--- src/sv/sgra_pkg.sv ---
// ----------------------------------------------------------------------------
// sgra_pkg: shared types and constants for the sparse GF(2) row adder
// Sizes of the row stores, payload structs and the controller/datapath
// command and status bundles.
// ----------------------------------------------------------------------------
package sgra_pkg;

	// Row capacity and column index width
	localparam int MAX_ROW_LEN = 32;
	localparam int COL_WIDTH   = 31;

	// Store address and length counter widths
	localparam int ADDR_W = (MAX_ROW_LEN > 1) ? $clog2(MAX_ROW_LEN) : 1;
	localparam int LEN_W  = $clog2(MAX_ROW_LEN + 1);

	// Input item
	typedef struct packed {
		logic                 req_type;
		logic                 has_col;
		logic [COL_WIDTH-1:0] col;
		logic                 row_end;
	} in_t;

	// Result item
	typedef struct packed {
		logic [COL_WIDTH-1:0] sum_col;
		logic                 sum_empty;
		logic                 sum_last;
		logic                 overflow;
	} out_t;

	// Controller to datapath
	typedef struct packed {
		logic load;    // input transfer this cycle
		logic step;    // one merge step commits
		logic finish;  // final result pushed, rows cleared
	} cmd_t;

	// Datapath to controller
	typedef struct packed {
		logic any_rem;     // some stored element is still unwalked
		logic needs_slot;  // current step pushes a result
		logic slot_free;   // output register can take a result
	} sts_t;

endpackage

--- src/sv/sgra_ram.sv ---
// ----------------------------------------------------------------------------
// sgra_ram: generic single-write, single-read RAM
// One write port and one read port; read data is registered.
// ----------------------------------------------------------------------------
module sgra_ram #(
	parameter int WIDTH = 8,
	parameter int DEPTH = 16
) (
	input  logic                                       clk,
	input  logic                                       wr_en,
	input  logic [((DEPTH > 1) ? $clog2(DEPTH) : 1)-1:0] wr_addr,
	input  logic [WIDTH-1:0]                           wr_data,
	input  logic [((DEPTH > 1) ? $clog2(DEPTH) : 1)-1:0] rd_addr,
	output logic [WIDTH-1:0]                           rd_data
);

	logic [WIDTH-1:0] mem_q [DEPTH];

	// Write port
	always_ff @(posedge clk) begin
		if (wr_en) begin
			mem_q[wr_addr] <= wr_data;
		end
	end

	// Registered read port
	always_ff @(posedge clk) begin
		rd_data <= mem_q[rd_addr];
	end

endmodule

--- src/sv/sgra_ctrl.sv ---
// ----------------------------------------------------------------------------
// sgra_ctrl: sequencer for the sparse GF(2) row adder
// Loads row elements, then walks the merge one merge step per read/compare
// pair and issues the final push.
// ----------------------------------------------------------------------------
module sgra_ctrl (
	input  logic          clk,
	input  logic          arst_n,
	input  logic          in_valid,
	input  logic          trigger,
	output logic          in_ready,
	input  sgra_pkg::sts_t sts,
	output sgra_pkg::cmd_t cmd
);

	typedef enum logic [3:0] {
		S_LOAD   = 4'b0001,
		S_READ   = 4'b0010,
		S_CMP    = 4'b0100,
		S_FINISH = 4'b1000
	} state_t;

	state_t state_q, state_d;
	logic   step_ok;

	assign in_ready = (state_q == S_LOAD);
	assign step_ok  = !sts.needs_slot || sts.slot_free;

	// Commands
	always_comb begin
		cmd        = '0;
		cmd.load   = in_ready && in_valid;
		cmd.step   = (state_q == S_CMP) && step_ok;
		cmd.finish = (state_q == S_FINISH) && sts.slot_free;
	end

	// Next state
	always_comb begin
		state_d = state_q;
		unique case (state_q)
			S_LOAD: begin
				if (in_valid && trigger) begin
					state_d = S_READ;
				end
			end
			S_READ: begin
				state_d = sts.any_rem ? S_CMP : S_FINISH;
			end
			S_CMP: begin
				if (step_ok) begin
					state_d = S_READ;
				end
			end
			S_FINISH: begin
				if (sts.slot_free) begin
					state_d = S_LOAD;
				end
			end
			default: begin
				state_d = S_LOAD;
			end
		endcase
	end

	always_ff @(posedge clk or negedge arst_n) begin
		if (!arst_n) begin
			state_q <= S_LOAD;
		end else begin
			state_q <= state_d;
		end
	end

endmodule

--- src/sv/sgra_dp.sv ---
// ----------------------------------------------------------------------------
// sgra_dp: datapath for the sparse GF(2) row adder
// Two row stores, length and walk counters, the compare stage, a one-entry
// hold register that lets the last result be marked, and the output register.
// ----------------------------------------------------------------------------
module sgra_dp (
	input  logic           clk,
	input  logic           arst_n,
	input  sgra_pkg::in_t  in_data,
	input  sgra_pkg::cmd_t cmd,
	output sgra_pkg::sts_t sts,
	output logic           out_valid,
	input  logic           out_ready,
	output sgra_pkg::out_t out_data
);

	localparam logic [sgra_pkg::LEN_W-1:0] LEN_MAX = sgra_pkg::LEN_W'(sgra_pkg::MAX_ROW_LEN);

	logic [sgra_pkg::LEN_W-1:0]     len_a_q, len_b_q;
	logic [sgra_pkg::LEN_W-1:0]     idx_a_q, idx_b_q;
	logic                           ovf_q;
	logic                           hold_valid_q;
	logic [sgra_pkg::COL_WIDTH-1:0] hold_col_q;
	logic                           out_valid_q;
	sgra_pkg::out_t                 out_q;

	logic [sgra_pkg::COL_WIDTH-1:0] rd_a, rd_b;
	logic                           wr_a, wr_b, full_drop;
	logic                           rem_a, rem_b;
	logic                           cand_v, inc_a, inc_b;
	logic [sgra_pkg::COL_WIDTH-1:0] cand_col;
	logic                           push_mid;

	// Element appends; a full row drops the element and flags overflow
	assign wr_a = cmd.load && in_data.has_col && !in_data.req_type && (len_a_q < LEN_MAX);
	assign wr_b = cmd.load && in_data.has_col && in_data.req_type && (len_b_q < LEN_MAX);
	assign full_drop = cmd.load && in_data.has_col &&
		(in_data.req_type ? (len_b_q >= LEN_MAX) : (len_a_q >= LEN_MAX));

	sgra_ram #(
		.WIDTH (sgra_pkg::COL_WIDTH),
		.DEPTH (sgra_pkg::MAX_ROW_LEN)
	) u_ram_a (
		.clk     (clk),
		.wr_en   (wr_a),
		.wr_addr (len_a_q[sgra_pkg::ADDR_W-1:0]),
		.wr_data (in_data.col),
		.rd_addr (idx_a_q[sgra_pkg::ADDR_W-1:0]),
		.rd_data (rd_a)
	);

	sgra_ram #(
		.WIDTH (sgra_pkg::COL_WIDTH),
		.DEPTH (sgra_pkg::MAX_ROW_LEN)
	) u_ram_b (
		.clk     (clk),
		.wr_en   (wr_b),
		.wr_addr (len_b_q[sgra_pkg::ADDR_W-1:0]),
		.wr_data (in_data.col),
		.rd_addr (idx_b_q[sgra_pkg::ADDR_W-1:0]),
		.rd_data (rd_b)
	);

	// Merge compare: smaller head wins, equal heads cancel
	assign rem_a = idx_a_q < len_a_q;
	assign rem_b = idx_b_q < len_b_q;

	always_comb begin
		cand_v   = 1'b0;
		cand_col = rd_a;
		inc_a    = 1'b0;
		inc_b    = 1'b0;
		if (rem_a && rem_b) begin
			if (rd_a < rd_b) begin
				cand_v = 1'b1;
				inc_a  = 1'b1;
			end else if (rd_b < rd_a) begin
				cand_v   = 1'b1;
				cand_col = rd_b;
				inc_b    = 1'b1;
			end else begin
				inc_a = 1'b1;
				inc_b = 1'b1;
			end
		end else if (rem_a) begin
			cand_v = 1'b1;
			inc_a  = 1'b1;
		end else if (rem_b) begin
			cand_v   = 1'b1;
			cand_col = rd_b;
			inc_b    = 1'b1;
		end
	end

	// Status
	always_comb begin
		sts            = '0;
		sts.any_rem    = rem_a || rem_b;
		sts.needs_slot = cand_v && hold_valid_q;
		sts.slot_free  = !out_valid_q || out_ready;
	end

	assign push_mid = cmd.step && cand_v && hold_valid_q;

	// Lengths, walk indices, overflow and hold flag
	always_ff @(posedge clk or negedge arst_n) begin
		if (!arst_n) begin
			len_a_q      <= '0;
			len_b_q      <= '0;
			idx_a_q      <= '0;
			idx_b_q      <= '0;
			ovf_q        <= 1'b0;
			hold_valid_q <= 1'b0;
		end else if (cmd.finish) begin
			len_a_q      <= '0;
			len_b_q      <= '0;
			idx_a_q      <= '0;
			idx_b_q      <= '0;
			ovf_q        <= 1'b0;
			hold_valid_q <= 1'b0;
		end else begin
			if (wr_a) begin
				len_a_q <= len_a_q + 1'b1;
			end
			if (wr_b) begin
				len_b_q <= len_b_q + 1'b1;
			end
			if (full_drop) begin
				ovf_q <= 1'b1;
			end
			if (cmd.step) begin
				if (inc_a) begin
					idx_a_q <= idx_a_q + 1'b1;
				end
				if (inc_b) begin
					idx_b_q <= idx_b_q + 1'b1;
				end
				if (cand_v) begin
					hold_valid_q <= 1'b1;
				end
			end
		end
	end

	// Held candidate column
	always_ff @(posedge clk) begin
		if (cmd.step && cand_v) begin
			hold_col_q <= cand_col;
		end
	end

	// Output register
	always_ff @(posedge clk or negedge arst_n) begin
		if (!arst_n) begin
			out_valid_q <= 1'b0;
		end else if (push_mid || cmd.finish) begin
			out_valid_q <= 1'b1;
		end else if (out_ready) begin
			out_valid_q <= 1'b0;
		end
	end

	always_ff @(posedge clk) begin
		if (push_mid) begin
			out_q.sum_col   <= hold_col_q;
			out_q.sum_empty <= 1'b0;
			out_q.sum_last  <= 1'b0;
			out_q.overflow  <= ovf_q;
		end else if (cmd.finish) begin
			out_q.sum_col   <= hold_valid_q ? hold_col_q : '0;
			out_q.sum_empty <= !hold_valid_q;
			out_q.sum_last  <= 1'b1;
			out_q.overflow  <= ovf_q;
		end
	end

	assign out_valid = out_valid_q;
	assign out_data  = out_q;

`ifndef SYNTHESIS
	a_len_bound: assert property (@(posedge clk) disable iff (!arst_n)
		(len_a_q <= LEN_MAX) && (len_b_q <= LEN_MAX))
		else $error("row length beyond capacity");

	a_idx_bound: assert property (@(posedge clk) disable iff (!arst_n)
		(idx_a_q <= len_a_q) && (idx_b_q <= len_b_q))
		else $error("merge index past row length");

	a_push_room: assert property (@(posedge clk) disable iff (!arst_n)
		((push_mid || cmd.finish) && out_valid_q) |-> out_ready)
		else $error("result pushed over an untaken result");

	a_finish_clear: assert property (@(posedge clk) disable iff (!arst_n)
		cmd.finish |=> (len_a_q == '0) && (len_b_q == '0) && !ovf_q && !hold_valid_q)
		else $error("rows not cleared after a sum");
`endif

endmodule

--- src/sv/sparse_gf2_row_add.sv ---
// ----------------------------------------------------------------------------
// sparse_gf2_row_add: sum of two sparse rows over GF(2)
// Row elements stream in one per cycle while loading; the end of the second
// row starts an ascending merge where equal column indices cancel.
// ----------------------------------------------------------------------------
// Loading takes one input transfer per cycle. The end-of-row item for the
// second row starts the merge; the input stays stalled until the whole sum
// has been handed to the output register. Each stored element walked takes a
// registered store read, then the compare; a cancelling pair counts as one
// step, and a final store read plus a closing state end the sum. Output
// backpressure can hold a step or the close. The result marked last is sent
// when the merge ends; an empty sum yields one result with sum_empty set.
// Elements beyond the row capacity are dropped and every result of that sum
// reports overflow.
module sparse_gf2_row_add (
	input  logic           clk,
	input  logic           arst_n,
	input  logic           in_valid,
	output logic           in_ready,
	input  sgra_pkg::in_t  in_data,
	output logic           out_valid,
	input  logic           out_ready,
	output sgra_pkg::out_t out_data
);

	sgra_pkg::cmd_t cmd;
	sgra_pkg::sts_t sts;
	logic           trigger;

	// Second-row end starts the merge
	assign trigger = in_data.req_type && in_data.row_end;

	sgra_ctrl u_ctrl (
		.clk      (clk),
		.arst_n   (arst_n),
		.in_valid (in_valid),
		.trigger  (trigger),
		.in_ready (in_ready),
		.sts      (sts),
		.cmd      (cmd)
	);

	sgra_dp u_dp (
		.clk       (clk),
		.arst_n    (arst_n),
		.in_data   (in_data),
		.cmd       (cmd),
		.sts       (sts),
		.out_valid (out_valid),
		.out_ready (out_ready),
		.out_data  (out_data)
	);

endmodule

--- config.mk ---
export PLATFORM = sky130hd
export DESIGN_NAME = sparse_gf2_row_add
export DESIGN_NICKNAME = d
export VERILOG_FILES = /design/src/sv/sgra_pkg.sv /design/src/sv/sgra_ram.sv /design/src/sv/sgra_ctrl.sv /design/src/sv/sgra_dp.sv /design/src/sv/sparse_gf2_row_add.sv
export SDC_FILE = /design/constraint.sdc
export NUM_CORES = 2
export LEC_CHECK = 0
export BUFFER_PORTS_ARGS = -buffer_cell sky130_fd_sc_hd__buf_4
export CAP_MARGIN = 20
export CORE_UTILIZATION = 60
export DETAILED_ROUTE_END_ITERATION = 12
export MAX_ROUTING_LAYER = met4
export PLACE_DENSITY_LB_ADDON = 0.1
export SKIP_LAST_GASP = 1
export SYNTH_ARGS = -nofsm -noshare
export SYNTH_HDL_FRONTEND = slang
export SYNTH_HIERARCHICAL = 1
export SYNTH_SLANG_ARGS = --single-unit
export TNS_END_PERCENT = 20
--- constraint.sdc ---
create_clock -name clk -period 13.2 [get_ports clk]
set_clock_uncertainty 0.2 [all_clocks]
set_input_delay 1.98 -clock clk [delete_from_list [all_inputs] [get_ports clk]]
set_output_delay 1.98 -clock clk [all_outputs]
set_load 0.02 [all_outputs]
==> flow_metrics.tcl <==
set metrics [dict create \
    status "complete, no violations" \
    fin_crit_ps 5680 \
    drt_iter0_drc 5599 \
    crit_path_max_fanout 148 \
    antenna_found_initial 16 \
    final_nets 5033 \
    area_growth_pct 11.1 \
    grt_remaining_overflow 0 \
    synthArstFlopShare_pct 1.45 \
    fin_setup_tns_ps 0 \
    rows 136 \
    gp_congestion 0.900 \
    insertion_delay_ps 830 \
    power.internal_uw 10900 \
    ant_nets 0 \
    final-setup-viol-count 0 \
    post-route-drc-count 0 \
    core_area_um2 138000 \
    synth_area_um2 83700 \
    fill_cells 9107 \
    yosys_warnings 6 \
    clk_pin_slew_ps 60 \
    die-area_um2 141000 \
    hold_violations 0 \
    initial_core_util_pct 60.7 \
    grt_max_degree 149 \
    synth-seq-cells 2142 \
    track_usage_pct 30.9 \
    cp.arrival_ps 6170 \
    slew_headroom_pct 13.9 \
    cp.required_ps 13690 \
    cts_hold_buf 0 \
    swShare_pct 19.8 \
    power_density_nw_per_um2 146 \
    pin_count 74 \
    synth.avg_cell_area_um2 17.2 \
    synth_seq_area_share_pct 75.9 \
    hold_class "register to register" \
    p_sw_uw 2690 \
    path_class "register to register" \
    grt_first_pass_wirelength_mm 300 \
    routed_wl_mm 213 \
    syn_nets 4936 \
    avgRoutedWirePerCell_um 30.8 \
    power_frac_comb_pct 2.5 \
    via_per_inst 6.44 \
    htreeDepth 4 \
    ir_drop_mv 0.132 \
    synth_edf_count 2047 \
    grt_pass1_vias 41500 \
    power.static_leakage_uw 0.0285 \
    post_dp_cell_area_um2 86200 \
    clkPwrFrac_pct 42.6 \
    dpl.hpwl_mm 117 \
    clockBufferDepth 3 \
    final_util_pct 67.5 \
    max_freq_ghz 0.176 \
    cts_buffers 206 \
    ctsRootBufferMaster "clkbuf_16" \
    route.vias.total 44700 \
    die_w_um 375 \
    tightestPinTransition_ps 1290 \
    timing.final.crit_share_pct 43.0 \
    final_area_um2 93000 \
    clkSinkCount 2142 \
    regArea_um2 63500 \
    cts_tree "built" \
    layout-drive-gt1-share_pct 11.2 \
    slew_violations 0 \
    design_power_total_uw 13600 \
    ys.flop_type "edfxtp_1" \
    end_kind "register" \
    critPathLaunchType "register" \
    cap_violations 0 \
    synthCells 4851 \
    die_h_um 375 \
    seqPwrFrac_pct 54.9 \
    rsz0062_at_grt "false" \
    post_cts_buffers 0 \
    post_cts_resized 0 \
    firstDrtPassIters 5 \
    synthDistinctLibCells 56 \
    io_buffers 73 \
    multi_input_area_um2 19100 \
]
-- state kept, by name, summed over array words and instances (netlist names) --
register,count
u_dp/len_a_q,6
u_dp/len_b_q,6
u_dp/hold_col_q,31
u_dp/out_valid,1
u_ctrl/state_q,4
u_dp/hold_valid_q,1
u_dp/u_ram_a/mem_q,992
u_dp/out_data,34
u_dp/idx_b_q,6
u_dp/ovf_q,1
u_dp/u_ram_b/mem_q,992
u_dp/idx_a_q,6
u_dp/u_ram_a/rd_data,31
u_dp/u_ram_b/rd_data,31
-- worst max-delay path, cell delays in order, from the launching register on --
cell     delay (ps)
dfrtp_4         890
buf_4           760
buf_4           890
buf_12          700
buf_4           900
mux2i_1         290
a22oi_1         120
nand3_1         160
nand3_1          80
-- synthesized netlist by cell type (all sizes together) (5+ instances only) --
| cell | n | share of area [%] |
|---|---|---|
| a22oi | 187 | 1.7 |
| ha | 47 | 0.70 |
| mux2 | 36 | 0.48 |
| or3b | 7 | 0.073 |
| or3 | 6 | 0.045 |
| buf | 156 | 1.2 |
| clkbuf | 108 | 0.50 |
| nor2 | 102 | 0.46 |
| nand3b | 13 | 0.12 |
| mux2i | 997 | 12 |
| and3 | 31 | 0.23 |
| o21ai | 10 | 0.060 |
| o31ai | 5 | 0.067 |
| a22o | 124 | 1.3 |
| nand2b | 10 | 0.075 |
| nand2 | 213 | 0.96 |
| nand4 | 11 | 0.082 |
| nor2b | 10 | 0.075 |
| a21oi | 208 | 1.2 |
| dfrtp | 30 | 0.90 |
| a31oi | 63 | 0.47 |
| xnor2 | 8 | 0.084 |
| nor3 | 69 | 0.41 |
| inv | 48 | 0.22 |
| dfxtp | 64 | 1.5 |
| nor4 | 6 | 0.045 |
| edfxtp | 2047 | 73 |
| nand3 | 199 | 1.2 |
-- cell type report --
cell class,count,area share [%]
clock buffers,284,6.26
flip-flops and latches,2142,68.3
repair buffers,153,1.34
multi-input cells,2397,20.5
well taps,1794,2.41
inverters,48,0.194
clock inverters,95,0.896
diodes,16,0.0431
-- power by group through the flow --
| stage | sequential [uW] | clock, uW | combinational (uW) |
|---|---|---|---|
| 5_1_grt | 7450 | 6100 | 347 |
| 2_1_floorplan | 7590 | 0 | 152 |
| 6_report | 7450 | 5790 | 334 |
| 3_5_place_dp | 7600 | 0 | 331 |
| 3_3_place_gp | 7600 | 0 | 325 |
| 4_1_cts | 7450 | 5860 | 332 |
-- path summary, 6_finish.rpt --
check                                                   start                         endpoint  slack [ps]  cells after the start
worst max-delay path              u_dp/idx_a_q[0]$_DFFE_PN0P_  u_dp/u_ram_a/rd_data[7]$_DFF_P_        7520                      8
worst min-delay path            u_dp/out_data[2]$_SDFFE_PP0P_    u_dp/out_data[2]$_SDFFE_PP0P_         300                      2
worst max register to register    u_dp/idx_a_q[0]$_DFFE_PN0P_  u_dp/u_ram_a/rd_data[7]$_DFF_P_        7520                      8
worst min register to register  u_dp/out_data[2]$_SDFFE_PP0P_    u_dp/out_data[2]$_SDFFE_PP0P_         300                      2
max in group asynchronous                              arst_n      u_dp/idx_b_q[0]$_DFFE_PN0P_       11570                      1
min in group asynchronous                              arst_n      u_dp/idx_a_q[0]$_DFFE_PN0P_         890                      1
-- cell families (layout without fill, tap and decap cells) --
family,count (synthesis),count (layout),synth area share [%]
XOR/XNOR,9,9,0.0942
AND/OR/NAND/NOR,694,694,3.93
buffers and inverters,312,580,1.91
AO/OA/AOI/OAI,614,614,5.02
flip-flops,2142,2142,75.9
other,0,16,0
adder cells (fa/ha/maj),47,47,0.703
multiplexers,1033,1033,12.4
-- routing by layer --
layer / track usage (%) / part of all wire (%) / vias up
li1: - / - / 19300
met1: 45.6 / 43 / 22900
met5: - / 0 / -
met3: 6.49 / 9.8 / 283
met2: 44.6 / 45 / 2170
met4: 7.18 / 2.3 / 0
-- cell usage in the layout, fill, tap and decap left out, types with 8 or more instances in the layout --
cell type and count:
a22o_1 124, a31oi_1 63, nand3b_1 13, clkinv_2 35
nand3_1 199, clkbuf_16 217, ha_1 47, nand2_1 213
inv_1 48, mux2i_1 997, nor3_1 68, clkbuf_1 53
nor2_1 34, clkinv_1 39, mux2_2 36, xnor2_1 8
a21oi_1 208, diode_2 16, buf_4 146, clkbuf_8 14
dfrtp_1 28, nand2b_1 10, o21ai_0 10, nor2_4 66
and3_1 31, bufinv_16 15, a22oi_1 187, edfxtp_1 2047
dfxtp_1 64, nand4_1 11
-- metrics by stage --
step | worst slack, ps | hold slack, ps | std cells
floorplan | 7750 | 266 | 4851
global placement | 7710 | 281 | 6528
detailed placement | 7650 | 289 | 6528
CTS | 7640 | 299 | 6907
global route | 7310 | 349 | 6918
finish | 7520 | 296 | 6929
(Power assumes the default switching activity.)
